===== src/sv/gsa_pkg.sv =====
package gsa_pkg;

  localparam int ModeW    = 2;
  localparam int HandleW  = 32;
  localparam int KindInW  = 8;
  localparam int StatusW  = 3;
  localparam int HoutW    = 23;
  localparam int SlotOutW = 6;
  localparam int KindOutW = 5;
  localparam int GenW     = 16;
  localparam int SlotStW  = 2;

  typedef enum logic [ModeW-1:0] {
    MODE_HIRE   = 2'd0,
    MODE_FIRE   = 2'd1,
    MODE_LOOKUP = 2'd2,
    MODE_FRAME  = 2'd3
  } mode_e;

  typedef enum logic [StatusW-1:0] {
    ST_OK          = 3'd0,
    ST_POOL_FULL   = 3'd1,
    ST_BAD_HANDLE  = 3'd2,
    ST_STALE_GEN   = 3'd3,
    ST_NOT_FIRABLE = 3'd4,
    ST_BAD_KIND    = 3'd5
  } status_e;

  typedef enum logic [SlotStW-1:0] {
    SLOT_VACANT = 2'd0,
    SLOT_QUEUED = 2'd1,
    SLOT_HIRED  = 2'd2,
    SLOT_FIRED  = 2'd3
  } slot_st_e;

  // Verdict of the slot evaluator on one slot word
  typedef struct packed {
    logic vacant;
    logic gen_match;
    logic firable;
  } eval_flags_t;

  typedef struct packed {
    status_e               status;
    logic [HoutW-1:0]      handle_out;
    logic [SlotOutW-1:0]   slot_index;
    logic [KindOutW-1:0]   kind_out;
  } rsp_t;

endpackage


===== src/sv/gsa_if.sv =====
interface gsa_req_if import gsa_pkg::*; ();
  logic                 valid;
  logic                 ready;
  logic [ModeW-1:0]     mode;
  logic [HandleW-1:0]   handle_in;
  logic [KindInW-1:0]   kind_in;

  modport source (output valid, mode, handle_in, kind_in, input ready);
  modport sink (input valid, mode, handle_in, kind_in, output ready);
endinterface

interface gsa_rsp_if import gsa_pkg::*; ();
  logic                 valid;
  logic                 ready;
  logic [StatusW-1:0]   status;
  logic [HoutW-1:0]     handle_out;
  logic [SlotOutW-1:0]  slot_index;
  logic [KindOutW-1:0]  kind_out;

  modport source (output valid, status, handle_out, slot_index, kind_out, input ready);
  modport sink (input valid, status, handle_out, slot_index, kind_out, output ready);
endinterface


===== src/sv/gsa_slot_mem.sv =====
module gsa_slot_mem #(
  parameter int DEPTH = 64,
  parameter int WIDTH = 23,
  localparam int AW = (DEPTH > 1) ? $clog2(DEPTH) : 1
) (
  input  logic             clk_i,
  input  logic             we_i,
  input  logic [AW-1:0]    waddr_i,
  input  logic [WIDTH-1:0] wdata_i,
  input  logic             re_i,
  input  logic [AW-1:0]    raddr_i,
  output logic [WIDTH-1:0] rdata_o
);

  logic [WIDTH-1:0] mem_q [DEPTH];

  always_ff @(posedge clk_i) begin
    if (we_i) begin
      mem_q[waddr_i] <= wdata_i;
    end
  end

  always_ff @(posedge clk_i) begin
    if (re_i) begin
      rdata_o <= mem_q[raddr_i];
    end
  end

endmodule


===== src/sv/gsa_slot_eval.sv =====
module gsa_slot_eval import gsa_pkg::*; #(
  parameter int KIND_COUNT = 16,
  localparam int KW = $clog2(KIND_COUNT + 1)
) (
  input  mode_e             op_i,
  input  slot_st_e          st_i,
  input  logic [GenW-1:0]   gen_i,
  input  logic [KW-1:0]     kind_i,
  input  logic [KW-1:0]     kind_new_i,
  input  logic [GenW-1:0]   gen_ref_i,
  output eval_flags_t       flags_o,
  output slot_st_e          st_o,
  output logic [GenW-1:0]   gen_o,
  output logic [KW-1:0]     kind_o
);

  assign flags_o.vacant    = (st_i == SLOT_VACANT);
  assign flags_o.gen_match = (gen_i == gen_ref_i);
  assign flags_o.firable   = (st_i == SLOT_QUEUED) || (st_i == SLOT_HIRED);

  always_comb begin
    st_o   = st_i;
    gen_o  = gen_i;
    kind_o = kind_i;
    case (op_i)
      MODE_HIRE: begin
        st_o   = SLOT_QUEUED;
        gen_o  = gen_i + GenW'(1);  // wraps at 16 bits
        kind_o = kind_new_i;
      end
      MODE_FIRE: begin
        st_o = SLOT_FIRED;
      end
      MODE_FRAME: begin
        case (st_i)
          SLOT_FIRED: begin
            st_o   = SLOT_VACANT;
            kind_o = KW'(KIND_COUNT);
          end
          SLOT_QUEUED: begin
            st_o = SLOT_HIRED;
          end
          default: begin
            st_o = st_i;
          end
        endcase
      end
      default: begin
        st_o = st_i;
      end
    endcase
  end

endmodule


===== src/sv/generational_slot_allocator_unit.sv =====
// Channel  | Dir | Payload                                    | Handshake
// ---------+-----+--------------------------------------------+--------------------
// req_i    | in  | mode, handle_in, kind_in                   | valid/ready
// rsp_o    | out | status, handle_out, slot_index, kind_out   | valid/ready
// APB      | in  | active_slots at paddr[2] == 0               | psel/penable, pready=1
//
// Steps per beat: fire and lookup go through accept, check and done; a handle
// out of range skips the check, and a bad kind on hire goes straight to done.
// Hire scans slot by slot through one read port over the first n slots, n being
// the active count saturated to SLOTS; a hit ends the scan early. Frame step
// reads one slot and writes the previous one back each cycle, over n slots.
// After reset a clearing pass writes every slot, with req_i held off.
// A finished result waits in the output register while the next beat is taken;
// a stall on rsp_o holds the sequencer only when a second result is ready.
module generational_slot_allocator_unit import gsa_pkg::*; #(
  parameter int SLOTS      = 64,
  parameter int KIND_COUNT = 16
) (
  input  logic         clk_i,
  input  logic         rst_ni,
  gsa_req_if.sink      req_i,
  gsa_rsp_if.source    rsp_o,
  input  logic         psel,
  input  logic         penable,
  input  logic         pwrite,
  input  logic [2:0]   paddr,
  input  logic [31:0]  pwdata,
  output logic [31:0]  prdata,
  output logic         pready
);

  localparam int AW = (SLOTS > 1) ? $clog2(SLOTS) : 1;
  localparam int CW = $clog2(SLOTS + 1);
  localparam int KW = $clog2(KIND_COUNT + 1);
  localparam int WW = SlotStW + GenW + KW;
  localparam int ActW = 7;

  typedef enum logic [6:0] {
    S_CLEAR = 7'b0000001,
    S_IDLE  = 7'b0000010,
    S_SCAN  = 7'b0000100,
    S_FRAME = 7'b0001000,
    S_CHECK = 7'b0010000,
    S_DONE  = 7'b0100000,
    S_SPARE = 7'b1000000
  } state_e;

  // ---------------------------------------------------------------------------
  // Configuration
  // ---------------------------------------------------------------------------
  logic [ActW-1:0] active_q;
  logic            cfg_we;

  assign pready = 1'b1;
  assign cfg_we = psel && penable && pwrite && !paddr[2];
  assign prdata = paddr[2] ? 32'd0 : 32'(active_q);

  always_ff @(posedge clk_i or negedge rst_ni) begin
    if (!rst_ni) begin
      active_q <= ActW'(64);
    end else if (cfg_we) begin
      active_q <= pwdata[ActW-1:0];
    end
  end

  // Effective count: active_slots saturated to the pool size
  logic [16:0]   act_ext;
  logic [CW-1:0] n;
  assign act_ext = 17'(active_q);
  assign n = (act_ext > 17'(SLOTS)) ? CW'(SLOTS) : CW'(act_ext);

  // ---------------------------------------------------------------------------
  // Sequencer state
  // ---------------------------------------------------------------------------
  state_e            state_q, state_d;
  logic [CW-1:0]     ad_q, ad_d;      // next slot to read
  logic              rv_q, rv_d;      // a scan read is in flight
  logic [AW-1:0]     ri_q, ri_d;      // slot whose word is on the read port
  mode_e             mode_q, mode_d;
  logic [HandleW-1:0] handle_q, handle_d;
  logic [KindInW-1:0] kind_q, kind_d;
  rsp_t              res_q, res_d;
  rsp_t              out_q;
  logic              out_vld_q;
  logic              out_load;

  // Memory port
  logic          mem_we, mem_re;
  logic [AW-1:0] mem_waddr, mem_raddr;
  logic [WW-1:0] mem_wdata, mem_rdata;

  gsa_slot_mem #(
    .DEPTH (SLOTS),
    .WIDTH (WW)
  ) u_mem (
    .clk_i   (clk_i),
    .we_i    (mem_we),
    .waddr_i (mem_waddr),
    .wdata_i (mem_wdata),
    .re_i    (mem_re),
    .raddr_i (mem_raddr),
    .rdata_o (mem_rdata)
  );

  // Unpack the slot word: {status, generation, kind}
  slot_st_e        rd_st;
  logic [GenW-1:0] rd_gen;
  logic [KW-1:0]   rd_kind;
  assign rd_st   = slot_st_e'(mem_rdata[WW-1 -: SlotStW]);
  assign rd_gen  = mem_rdata[KW +: GenW];
  assign rd_kind = mem_rdata[KW-1:0];

  eval_flags_t     ev_flags;
  slot_st_e        ev_st;
  logic [GenW-1:0] ev_gen;
  logic [KW-1:0]   ev_kind;

  gsa_slot_eval #(
    .KIND_COUNT (KIND_COUNT)
  ) u_eval (
    .op_i       (mode_q),
    .st_i       (rd_st),
    .gen_i      (rd_gen),
    .kind_i     (rd_kind),
    .kind_new_i (kind_q[KW-1:0]),
    .gen_ref_i  (handle_q[GenW-1:0]),
    .flags_o    (ev_flags),
    .st_o       (ev_st),
    .gen_o      (ev_gen),
    .kind_o     (ev_kind)
  );

  logic [WW-1:0] reset_word;
  assign reset_word = {SLOT_VACANT, GenW'(0), KW'(KIND_COUNT)};

  // Handle decode on the incoming beat
  logic [15:0] raw_slot;
  logic        handle_ok;
  assign raw_slot  = req_i.handle_in[31:16];
  assign handle_ok = (raw_slot != 16'd0) && (17'(raw_slot) <= 17'(n));

  logic [15:0] hire_slot1;
  assign hire_slot1 = 16'(ri_q) + 16'd1;

  logic more;
  assign more = (ad_q < n);

  assign req_i.ready = (state_q == S_IDLE);
  assign out_load    = (state_q == S_DONE) && (!out_vld_q || rsp_o.ready);

  always_comb begin
    state_d   = state_q;
    ad_d      = ad_q;
    rv_d      = 1'b0;
    ri_d      = ri_q;
    mode_d    = mode_q;
    handle_d  = handle_q;
    kind_d    = kind_q;
    res_d     = res_q;
    mem_we    = 1'b0;
    mem_waddr = ri_q;
    mem_wdata = {ev_st, ev_gen, ev_kind};
    mem_re    = 1'b0;
    mem_raddr = AW'(ad_q);

    case (state_q)
      S_CLEAR: begin
        // Sweep every slot to vacant, generation zero, no kind
        mem_we    = 1'b1;
        mem_waddr = AW'(ad_q);
        mem_wdata = reset_word;
        if (ad_q == CW'(SLOTS - 1)) begin
          ad_d    = '0;
          state_d = S_IDLE;
        end else begin
          ad_d = ad_q + CW'(1);
        end
      end

      S_IDLE: begin
        if (req_i.valid) begin
          mode_d   = mode_e'(req_i.mode);
          handle_d = req_i.handle_in;
          kind_d   = req_i.kind_in;
          res_d    = '{status: ST_OK, handle_out: '0, slot_index: '0,
                       kind_out: KindOutW'(KIND_COUNT)};
          ad_d     = '0;
          case (mode_e'(req_i.mode))
            MODE_HIRE: begin
              // Kind is checked before the pool is searched
              if ({1'b0, req_i.kind_in} >= 9'(KIND_COUNT)) begin
                res_d.status = ST_BAD_KIND;
                state_d      = S_DONE;
              end else begin
                state_d = S_SCAN;
              end
            end
            MODE_FIRE, MODE_LOOKUP: begin
              if (!handle_ok) begin
                res_d.status = ST_BAD_HANDLE;
                state_d      = S_DONE;
              end else begin
                mem_re    = 1'b1;
                mem_raddr = AW'(raw_slot - 16'd1);
                ri_d      = AW'(raw_slot - 16'd1);
                state_d   = S_CHECK;
              end
            end
            MODE_FRAME: begin
              state_d = S_FRAME;
            end
            default: begin
              state_d = S_IDLE;
            end
          endcase
        end
      end

      S_SCAN: begin
        // Issue the next read while checking the word that came back
        if (more) begin
          mem_re    = 1'b1;
          mem_raddr = AW'(ad_q);
          rv_d      = 1'b1;
          ri_d      = AW'(ad_q);
          ad_d      = ad_q + CW'(1);
        end
        if (rv_q && ev_flags.vacant) begin
          mem_we           = 1'b1;
          mem_waddr        = ri_q;
          rv_d             = 1'b0;
          res_d.slot_index = SlotOutW'(ri_q);
          res_d.handle_out = HoutW'({hire_slot1, ev_gen});
          res_d.kind_out   = KindOutW'(kind_q);
          state_d          = S_DONE;
        end else if (!rv_q && !more) begin
          res_d.status = ST_POOL_FULL;
          state_d      = S_DONE;
        end
      end

      S_FRAME: begin
        // Read one slot, write back the previous one committed
        if (more) begin
          mem_re    = 1'b1;
          mem_raddr = AW'(ad_q);
          rv_d      = 1'b1;
          ri_d      = AW'(ad_q);
          ad_d      = ad_q + CW'(1);
        end
        if (rv_q) begin
          mem_we    = 1'b1;
          mem_waddr = ri_q;
        end else if (!more) begin
          state_d = S_DONE;
        end
      end

      S_CHECK: begin
        res_d.slot_index = SlotOutW'(ri_q);
        if (!ev_flags.gen_match) begin
          res_d.status = ST_STALE_GEN;
        end else if ((mode_q == MODE_FIRE) && !ev_flags.firable) begin
          res_d.status = ST_NOT_FIRABLE;
        end else begin
          mem_we         = (mode_q == MODE_FIRE);
          mem_waddr      = ri_q;
          res_d.kind_out = KindOutW'(rd_kind);
        end
        state_d = S_DONE;
      end

      S_DONE: begin
        // Hold until the output register is free
        if (out_load) begin
          state_d = S_IDLE;
        end
      end

      default: begin
        state_d = S_IDLE;
      end
    endcase
  end

  always_ff @(posedge clk_i or negedge rst_ni) begin
    if (!rst_ni) begin
      state_q   <= S_CLEAR;
      ad_q      <= '0;
      rv_q      <= 1'b0;
      out_vld_q <= 1'b0;
    end else begin
      state_q <= state_d;
      ad_q    <= ad_d;
      rv_q    <= rv_d;
      if (out_load) begin
        out_vld_q <= 1'b1;
      end else if (rsp_o.ready) begin
        out_vld_q <= 1'b0;
      end
    end
  end

  always_ff @(posedge clk_i) begin
    ri_q     <= ri_d;
    mode_q   <= mode_d;
    handle_q <= handle_d;
    kind_q   <= kind_d;
    res_q    <= res_d;
    if (out_load) begin
      out_q <= res_q;
    end
  end

  assign rsp_o.valid      = out_vld_q;
  assign rsp_o.status     = out_q.status;
  assign rsp_o.handle_out = out_q.handle_out;
  assign rsp_o.slot_index = out_q.slot_index;
  assign rsp_o.kind_out   = out_q.kind_out;

  // ---------------------------------------------------------------------------
  // Assertions
  // ---------------------------------------------------------------------------
  a_out_from_done: assert property (@(posedge clk_i) disable iff (!rst_ni)
    $rose(out_vld_q) |-> $past(state_q == S_DONE))
    else $error("result beat raised outside the done state");

  a_scan_write_in_range: assert property (@(posedge clk_i) disable iff (!rst_ni)
    mem_we && (state_q == S_SCAN || state_q == S_FRAME) |-> (CW'(ri_q) < n))
    else $error("slot write beyond the active count");

  a_read_in_flight: assert property (@(posedge clk_i) disable iff (!rst_ni)
    rv_q |-> (state_q == S_SCAN || state_q == S_FRAME))
    else $error("scan read pending outside a scan");

  a_handle_only_on_ok: assert property (@(posedge clk_i) disable iff (!rst_ni)
    rsp_o.valid && (rsp_o.status != ST_OK) |-> (rsp_o.handle_out == '0))
    else $error("handle reported on a failed beat");

endmodule


===== src/flat_wrapper.sv =====
// flat-port wrapper written by rule: the top's interface ports become plain ports
module generational_slot_allocator_unit_flat import gsa_pkg::*;
#(
  parameter int SLOTS      = 64,
  parameter int KIND_COUNT = 16
)
  (clk_i, rst_ni, psel, penable, pwrite, paddr, pwdata, prdata, pready, req_i_valid, req_i_mode, req_i_handle_in, req_i_kind_in, req_i_ready, rsp_o_valid, rsp_o_status, rsp_o_handle_out, rsp_o_slot_index, rsp_o_kind_out, rsp_o_ready);
  gsa_req_if req_i_i ();
  gsa_rsp_if rsp_o_i ();
  input  logic clk_i;
  input  logic rst_ni;
  input  logic psel;
  input  logic penable;
  input  logic pwrite;
  input  logic [2:0] paddr;
  input  logic [31:0] pwdata;
  output logic [31:0] prdata;
  output logic pready;
  input wire logic [$bits(req_i_i.valid)-1:0] req_i_valid;
  input wire logic [$bits(req_i_i.mode)-1:0] req_i_mode;
  input wire logic [$bits(req_i_i.handle_in)-1:0] req_i_handle_in;
  input wire logic [$bits(req_i_i.kind_in)-1:0] req_i_kind_in;
  output wire logic [$bits(req_i_i.ready)-1:0] req_i_ready;
  output wire logic [$bits(rsp_o_i.valid)-1:0] rsp_o_valid;
  output wire logic [$bits(rsp_o_i.status)-1:0] rsp_o_status;
  output wire logic [$bits(rsp_o_i.handle_out)-1:0] rsp_o_handle_out;
  output wire logic [$bits(rsp_o_i.slot_index)-1:0] rsp_o_slot_index;
  output wire logic [$bits(rsp_o_i.kind_out)-1:0] rsp_o_kind_out;
  input wire logic [$bits(rsp_o_i.ready)-1:0] rsp_o_ready;
  assign req_i_i.valid = req_i_valid;
  assign req_i_i.mode = req_i_mode;
  assign req_i_i.handle_in = req_i_handle_in;
  assign req_i_i.kind_in = req_i_kind_in;
  assign req_i_ready = req_i_i.ready;
  assign rsp_o_valid = rsp_o_i.valid;
  assign rsp_o_status = rsp_o_i.status;
  assign rsp_o_handle_out = rsp_o_i.handle_out;
  assign rsp_o_slot_index = rsp_o_i.slot_index;
  assign rsp_o_kind_out = rsp_o_i.kind_out;
  assign rsp_o_i.ready = rsp_o_ready;
  generational_slot_allocator_unit #(.SLOTS(SLOTS), .KIND_COUNT(KIND_COUNT)) u_core (.clk_i(clk_i), .rst_ni(rst_ni), .req_i(req_i_i), .rsp_o(rsp_o_i), .psel(psel), .penable(penable), .pwrite(pwrite), .paddr(paddr), .pwdata(pwdata), .prdata(prdata), .pready(pready));
endmodule

===== config.mk =====
export PLATFORM = sky130hd
export DESIGN_NAME = generational_slot_allocator_unit_flat
export DESIGN_NICKNAME = d
export VERILOG_FILES = /design/src/sv/gsa_pkg.sv /design/src/sv/gsa_if.sv /design/src/sv/gsa_slot_mem.sv /design/src/sv/gsa_slot_eval.sv /design/src/sv/generational_slot_allocator_unit.sv /design/src/flat_wrapper.sv
export SDC_FILE = /design/constraint.sdc
export NUM_CORES = 2
export LEC_CHECK = 0
export BUFFER_PORTS_ARGS = -buffer_cell sky130_fd_sc_hd__buf_4
export CORE_MARGIN = 10
export CORE_UTILIZATION = 30
export CTS_CLUSTER_SIZE = 16
export DETAILED_ROUTE_END_ITERATION = 10
export PLACE_DENSITY = 0.47
export SYNTH_ARGS = -nofsm -noshare
export SYNTH_HDL_FRONTEND = slang
export SYNTH_SLANG_ARGS = --single-unit
export TNS_END_PERCENT = 20

===== constraint.sdc =====
create_clock -name clk_i -period 5.25 [get_ports clk_i]
set_input_delay 1.05 -clock clk_i [delete_from_list [all_inputs] [get_ports clk_i]]
set_output_delay 1.05 -clock clk_i [all_outputs]
set_load 0.02 [all_outputs]

## After elaboration in Yosys (flattened, before gate mapping)

Memory sizes are Yosys's and may differ from the RTL's. A register that Yosys moved wholly into a read port is not among the register bits.
Index checks and enable logic that the tools add are counted.

- Output and inout port bits: 72
- Bits of input ports: 84
- Word-level logic and storage cells: 154
- RAM bits: 1472
- Memories: 1
- Register bits: 126

- Reduce and logical (&&, ||, !) cells: 34
- $lt $le $gt $ge: 4
- Add/subtract/negate cells: 4
- Muxes and demuxes: 63
- Equality and inequality tests: 31

Memories:

| name | depth | width | rd ports | clocked after memory_dff | wr ports | line | RTL |
|---|---|---|---|---|---|---|---|
| u_core.u_mem.mem_q | 64 | 23 | 1 | 1 | 1 | gsa_slot_mem.sv:15 | `logic [WIDTH-1:0] mem_q [DEPTH];` |

Operators with widths:

| cell | count |
|---|---|
| 7-bit two-way mux | 12 |
| 6-bit two-way mux | 11 |
| 23-bit case mux with 2 select lines | 1 |
| 7-bit case mux with 3 select lines | 2 |
| 7-bit case mux with 6 select lines | 1 |
| 37-bit two-way mux | 1 |
| 34-bit two-way mux | 1 |
| 11-bit case mux with 3 select lines | 1 |
| 23-bit two-way mux | 1 |
| 16-bit by 1-bit adder with 16-bit output (second input constant) | 1 |
| 16-bit == test | 1 |
| 16-bit by 7-bit <= comparator with 1-bit output | 1 |
| 16-bit two-way mux | 1 |
| 2-bit by 1-bit inequality test with 1-bit output (second input constant) | 8 |
| 16-bit nonzero test | 1 |
| 3-bit two-way mux | 5 |
| 5-bit two-way mux | 3 |
| 5-bit AND reduction | 3 |
| 7-bit by 6-bit == test with 1-bit output (second input constant) | 2 |
| 1-bit two-way mux | 13 |
| 6-bit case mux with 2 select lines | 1 |
| 2-bit == test (second input constant) | 5 |
| 2-bit inequality test (second input constant) | 5 |
| 5-bit case mux with 2 select lines | 1 |
| 31 further kinds | 54 |

## Logic depth before layout (Yosys ltp)

- Depth in word-level cells: 9
- Gate-level depth with buffers: 18
- Depth with buffers taken out: 13

## Modules after synthesis

From an unflattened synthesis, not the netlist that was laid out.

- Cells, all modules: 3080
- Area, all modules: 63927.6 µm²

By module, submodules not included:

| module | instances | cells each | area each (µm²) | sequential area each (µm²) |
|---|---|---|---|---|
| gsa_slot_mem | 1 | 2527 | 57338.7 | 44893.1 |
| generational_slot_allocator_unit | 1 | 461 | 5888.1 | 3646.0 |
| gsa_slot_eval | 1 | 92 | 700.7 | 0.0 |

## Worst setup path after synthesis

No wires, ideal clock.

- Kind: register to register
- Start point: register u_core.state_q[5]
- End point: memory u_core.u_mem.mem_q[0][22] (data pin)
- Stages on the path, launching flop included: 7
- Clock period less this slack: 4.644 ns
- Setup slack: 0.606 ns
- Arrival time: 3.922 ns
- Buffers on the path: 3
- Data required time: 4.529 ns
- Setup time: 0.721 ns
- Cell sequence: dfrtp_1 -> nor2_1 -> and4b_1 -> clkbuf_1 -> clkbuf_1 -> clkbuf_1 -> a211oi_1

- Word-level cells in the longest chain between the ends: 2

RTL lines:

| what | line | RTL |
|---|---|---|
| start, declared | generational_slot_allocator_unit.sv:75 | `state_e state_q, state_d;` |
| start signal, assigned | generational_slot_allocator_unit.sv:293 | `state_q <= state_d;` |
| 7-bit by 1-bit == test with 1-bit output | generational_slot_allocator_unit.sv:166 | `case (state_q)` |
| 23-bit two-way mux | generational_slot_allocator_unit.sv:166 |  |
| named net u_core.mem_wdata[22] | generational_slot_allocator_unit.sv:90 | `logic [WW-1:0] mem_wdata, mem_rdata;` |
| end, declared | gsa_slot_mem.sv:15 |  |

The timed path passes the listed nets, and every way through them passes these cells.

## Worst setup path in the final report

- Start point: register u_core.active_q[6]
- End point: register u_core.u_mem.rdata_o[15] (read register of u_core.u_mem.mem_q) (data pin)

- Word-level cells in the longest chain between the ends: 8
- Elaborated cells between the ends (all ways): 14
- Classes of those cells: 3 x order compare; 10 x mux; 1 x reduce/logical

RTL lines:

| what | line | RTL |
|---|---|---|
| start, declared | generational_slot_allocator_unit.sv:51 | `logic [ActW-1:0] active_q;` |
| start signal, assigned | generational_slot_allocator_unit.sv:60 | `active_q <= ActW'(64);` |
| start signal, assigned | generational_slot_allocator_unit.sv:62 | `active_q <= pwdata[ActW-1:0];` |
| 7-bit greater-than comparator | generational_slot_allocator_unit.sv:70 | `assign n = (act_ext > 17'(SLOTS)) ? CW'(SLOTS) : CW'(act_ext);` |
| 7-bit two-way mux (*) | generational_slot_allocator_unit.sv:70 |  |
| 16-bit by 7-bit <= comparator with 1-bit output | generational_slot_allocator_unit.sv:140 | `assign handle_ok = (raw_slot != 16'd0) && (17'(raw_slot) <= 17'(n));` |
| 1-bit logical AND | generational_slot_allocator_unit.sv:140 |  |
| 1-bit two-way mux or 6-bit two-way mux (tied branches) | generational_slot_allocator_unit.sv:199 | `if (!handle_ok) begin` |
| 1-bit two-way mux or 6-bit two-way mux (tied branches) | generational_slot_allocator_unit.sv:188 | `case (mode_e'(req_i.mode))` |
| 1-bit two-way mux or 6-bit two-way mux (tied branches) | generational_slot_allocator_unit.sv:181 | `if (req_i.valid) begin` |
| 1-bit case mux with 2 select lines or 6-bit two-way mux (tied branches) | -- |  |
| end, declared | gsa_slot_mem.sv:12 | `output logic [WIDTH-1:0] rdata_o` |

Every way passes the cells marked *; elsewhere a longest branch is shown, timed or not.
A chain may end at the register's enable or synchronous reset.

==> summary.md <==
| Metric | Value |
|---|---|
| Status | `completed` |
| Maximum clock rate | `202 MHz` |
| Worst Path Required | `5850 ps` |
| Worst clock skew | `31.8 ps` |
| Setup crit start kind | `register` |
| Post-Syn Instances | `4540` |
| Area share of the leading cell type in the synthesized netlist | `73.0%` |
| DRC viols | `0` |
| Relative area change from synthesis to final layout | `19.0%` |
| CTS sink count | `1620` |
| Setup violators final | `0` |
| TritonCTS clock tree | `done` |
| Worst-case hold slack | `127 ps` |
| Clock latency of the later-clocked register in the worst-skew pair | `820 ps` |
| Minimum clock period | `4940 ps` |
| Initial DRC count | `3529` |
| Total wire length after detailed routing | `198000 um` |
| Remaining global-route overflow | `0` |
| Final #Nets | `5018` |
| Actual transition at the worst max-transition pin | `1210 ps` |
| Antenna violations before repair | `6` |
| Clock Pin Slew Worst Setup and Hold Paths | `70 ps` |
| Final sum of negative setup slack | `0 ps` |
| Number of vias in the routed layout | `40400` |
| Type of the setup path with the least slack | `reg2reg` |
| Number of nets with antenna violations after detailed routing | `0` |
| Worst EP arrival | `5550 ps` |
| Leakage dissipation | `27.1 nW` |
| Leading post-synthesis cells by instance count | `1598 x sky130_fd_sc_hd__edfxtp_1, 734 x sky130_fd_sc_hd__nand2_1, 324 x sky130_fd_sc_hd__a211oi_1, 275 x sky130_fd_sc_hd__a21oi_1, 242 x sky130_fd_sc_hd__and3_1` |
| Max-slew violation count | `0` |
| Share of layout cells above drive strength 1 | `18.1%` |
| Number of distinct standard cells referenced by the synthesized netlist | `70` |
| Max-cap violation count | `0` |
| Critical Path Most Common Cell | `sky130_fd_sc_hd__buf_4` |
| Number of gates given a new drive strength after cts | `0` |
| Routability Congestion | `0.820` |
| Core Rows | `171` |
| Hold buffers post-CTS | `0` |
| Cell types with the largest area share after synthesis | `sky130_fd_sc_hd__edfxtp_1 73%, sky130_fd_sc_hd__nand2_1 4.2%, sky130_fd_sc_hd__a211oi_1 3.7%, sky130_fd_sc_hd__and3_1 2.3%, sky130_fd_sc_hd__a21oi_1 2.1%` |
| Maximum fanout count along the critical path | `26` |
| Relative contribution of the clock network to total power | `28.2%` |
| Flip-flop and latch count after synthesis | `1620` |
| Cell with the most instances after synthesis | `sky130_fd_sc_hd__edfxtp_1` |
| TritonRoute pass-1 iters | `7` |
| Unrepaired setup endpoints after global routing | `false` |
| H-tree Lvls | `4` |
| Part of the Yosys area used for sequential elements | `73.9%` |
| Share of flip-flops with an asynchronous set or reset | `1.36%` |
| Number of buffers created by CTS | `171` |
| Final clock period utilization by the worst path | `94.2%` |
| Mapped Avg Cell Area | `14.5 um^2` |
| Synth area leader | `sky130_fd_sc_hd__edfxtp_1` |
| DIE HEIGHT | `488 um` |
| IR Drop Worst-Case VDD | `0.346 mV` |
| Via count of the first global-routing pass | `39500` |
| Type of destination of the critical path | `register` |
| Cell at the root of the clock tree | `sky130_fd_sc_hd__clkbuf_16` |
| Global-route total usage across every layer | `16.1%` |
| Headroom to the max-slew limit | `19.2%` |
| Number of buffers inserted to repair setup after CTS | `0` |
| Type of the worst min-delay path | `in2async` |
| Cell area after technology mapping | `65700 um^2` |
| Worst stage delay on the critical path | `570 ps` |
| Largest net degree at the start of global routing | `65` |
| First-pass GRT wire length | `287000 um` |
| Net switching share of the total power | `34.4%` |
| Port bufs | `102` |
| Maximum buffer depth of the clock tree | `3` |
| Routed len/inst | `25.1 um` |
| Internal Pwr Total | `0.0270 W` |
| Number of top-level pins | `156` |
| Starting density of the core | `30.2%` |
| Die width | `488 um` |
| Final Hold Viols | `0` |
| Synth Warn # | `0` |
| Power consumption | `0.0412 W` |
| Via-per-instance ratio | `5.12` |
| Pwr dens | `527 nW/um^2` |
| Area of the core | `218000 um^2` |
| Number of synthesized flops with an enable pin | `1598` |
| Part of the total power dissipated in sequential elements | `37.5%` |
| Most used DFF post-synth | `sky130_fd_sc_hd__edfxtp_1` |
| Relative contribution of combinational cells to total power | `34.3%` |
| Critical Path Slowest Stage Cell | `sky130_fd_sc_hd__mux2i_4` |
| Net switching component of the power | `0.0142 W` |
| Total Die Area | `238000 um^2` |
| Detailed placer's ending HPWL | `120000 um` |
| List of cells traversed by the critical path | `inv_1 > nand2_1 > ha_1 > nand4b_1 > nor2_1 > a21oi_1 > or3_1 > buf_4 > mux2i_4 > buf_4 > buf_4 > a211oi_1 > a31oi_1 > o221ai_1 > a211o_1 > buf_12 > o41ai_1` |
per-stage QoR:
step	setup WS, ps	utilization (%)	instances	instance area [um^2]
6_report	305	35.9	7894	78200
5_1_grt	47.3	35.9	7890	78200
4_1_cts	178	35.9	7889	78200
3_5_place_dp	-119	33.5	7587	72900
3_3_place_gp	-172	33.5	7587	72900
2_1_floorplan	606	-	4564	65800
worst paths after layout:
| kind | startpoint | to | slack [ps] | cells after the start |
|---|---|---|---|---|
| min in group clk_i | req_i_handle_in[5] | u_core.handle_q[5]$_DFFE_PP_ | 420 | 1 |
| max reg2reg | u_core.active_q[6]$_DFFE_PN1P_ | u_core.u_mem.rdata_o[15]$_DFFE_PP_ | 310 | 17 |
| min | rst_ni | u_core.state_q[4]$_DFFE_PN0P_ | 130 | 1 |
| min reg2reg | u_core.res_q[23]$_SDFFCE_PP0P_ | u_core.rsp_o.handle_out[12]$_DFFE_PP_ | 420 | 0 |
| max in group asynchronous | rst_ni | u_core.active_q[6]$_DFFE_PN1P_ | 4810 | 1 |
| max | u_core.active_q[6]$_DFFE_PN1P_ | u_core.u_mem.rdata_o[15]$_DFFE_PP_ | 310 | 17 |
power by group through the flow:
stage               Clock [W]  Sequential (W)  Combinational (W)
floorplan                   0          0.0157            0.00727
global placement            0          0.0157             0.0141
detailed placement          0          0.0157             0.0142
CTS                    0.0119          0.0155             0.0142
global route           0.0124          0.0155             0.0152
finish                 0.0116          0.0155             0.0141
critical path: cells and delay by family, from the launching register on:
| family | cells | cell delay (ps) |
|---|---|---|
| fa+ha+maj | 1 | 280 |
| buf+inv | 5 | 1200 |
| compound gates | 6 | 1450 |
| mux | 1 | 570 |
| simple gates | 4 | 670 |
| flops | 1 | 550 |
cell usage in the layout (no fill, tap or decap), types with 21 or more instances in the layout:
| cell type | synthesis | routed |
|---|---|---|
| sky130_fd_sc_hd__a211o_1 | 23 | 23 |
| sky130_fd_sc_hd__a211oi_1 | 324 | 322 |
| sky130_fd_sc_hd__a21o_1 | 55 | 55 |
| sky130_fd_sc_hd__a21oi_1 | 275 | 273 |
| sky130_fd_sc_hd__a221oi_1 | 30 | 30 |
| sky130_fd_sc_hd__a22oi_1 | 27 | 27 |
| sky130_fd_sc_hd__a311oi_1 | 55 | 55 |
| sky130_fd_sc_hd__a31oi_1 | 84 | 84 |
| sky130_fd_sc_hd__and3_1 | 242 | 242 |
| sky130_fd_sc_hd__buf_12 | 0 | 77 |
| sky130_fd_sc_hd__buf_4 | 61 | 439 |
| sky130_fd_sc_hd__clkbuf_1 | 168 | 43 |
| sky130_fd_sc_hd__clkbuf_16 | 0 | 177 |
| sky130_fd_sc_hd__clkinv_1 | 1 | 38 |
| sky130_fd_sc_hd__clkinv_2 | 0 | 22 |
| sky130_fd_sc_hd__conb_1 | 2 | 26 |
| sky130_fd_sc_hd__edfxtp_1 | 1598 | 1598 |
| sky130_fd_sc_hd__ha_1 | 28 | 28 |
| sky130_fd_sc_hd__mux2i_1 | 113 | 110 |
| sky130_fd_sc_hd__nand2_1 | 734 | 733 |
| sky130_fd_sc_hd__nand3_1 | 72 | 72 |
| sky130_fd_sc_hd__nor2_1 | 128 | 46 |
| sky130_fd_sc_hd__nor2_2 | 1 | 62 |
| sky130_fd_sc_hd__nor2_4 | 0 | 21 |
| sky130_fd_sc_hd__o21ai_0 | 56 | 55 |
| sky130_fd_sc_hd__o22ai_1 | 21 | 21 |
| sky130_fd_sc_hd__o31ai_1 | 39 | 38 |
| sky130_fd_sc_hd__or4_1 | 24 | 24 |
| sky130_fd_sc_hd__xor2_1 | 25 | 25 |
state kept, by name (all words and copies together) (netlist names), 2 cells and up:
register,count
u_core.rsp_o.handle_out,23
u_core.u_mem.rdata_o,23
u_core.rsp_o.status,3
u_core.mode_q,2
u_core.u_mem.mem_q,1472
u_core.handle_q,16
u_core.active_q,7
u_core.ri_q,6
u_core.kind_q,5
u_core.ad_q,7
u_core.state_q,6
u_core.res_q,37
u_core.rsp_o.slot_index,6
u_core.rsp_o.kind_out,5
layer usage:
| layer | global-route usage [%] | vias to the layer above | part of all wire, % |
|---|---|---|---|
| li1 | - | 18300 | - |
| met4 | 4.06 | 0 | 2.2 |
| met3 | 2.38 | 235 | 5.7 |
| met5 | 0 | - | 0 |
| met2 | 25.8 | 1131 | 46 |
| met1 | 23.0 | 20800 | 46 |
final cells by class:
cell class	instances	area [um^2]
Fill cell	20800	139000
Clock inverter	82	673
Multi-Input combinational cell	2579	15900
Timing Repair Buffer	516	4840
Inverter	18	67.6
Sequential cell	1620	48500
Antenna cell	5	12.5
Tap cell	2854	3570
Clock buffer	220	4590
kinds of logic after synthesis:
logic type / count (synthesis) / synth area share, %
other: 2 / 0.0114
AO/OA/AOI/OAI: 1068 / 11.3
XOR/XNOR: 39 / 0.520
AND/OR/NAND/NOR: 1289 / 8.97
buffers and inverters: 365 / 2.75
multiplexers: 129 / 2.04
adder cells (fa/ha/maj): 28 / 0.533
flip-flops: 1620 / 73.9
Power figures use the tool's default switching activity.
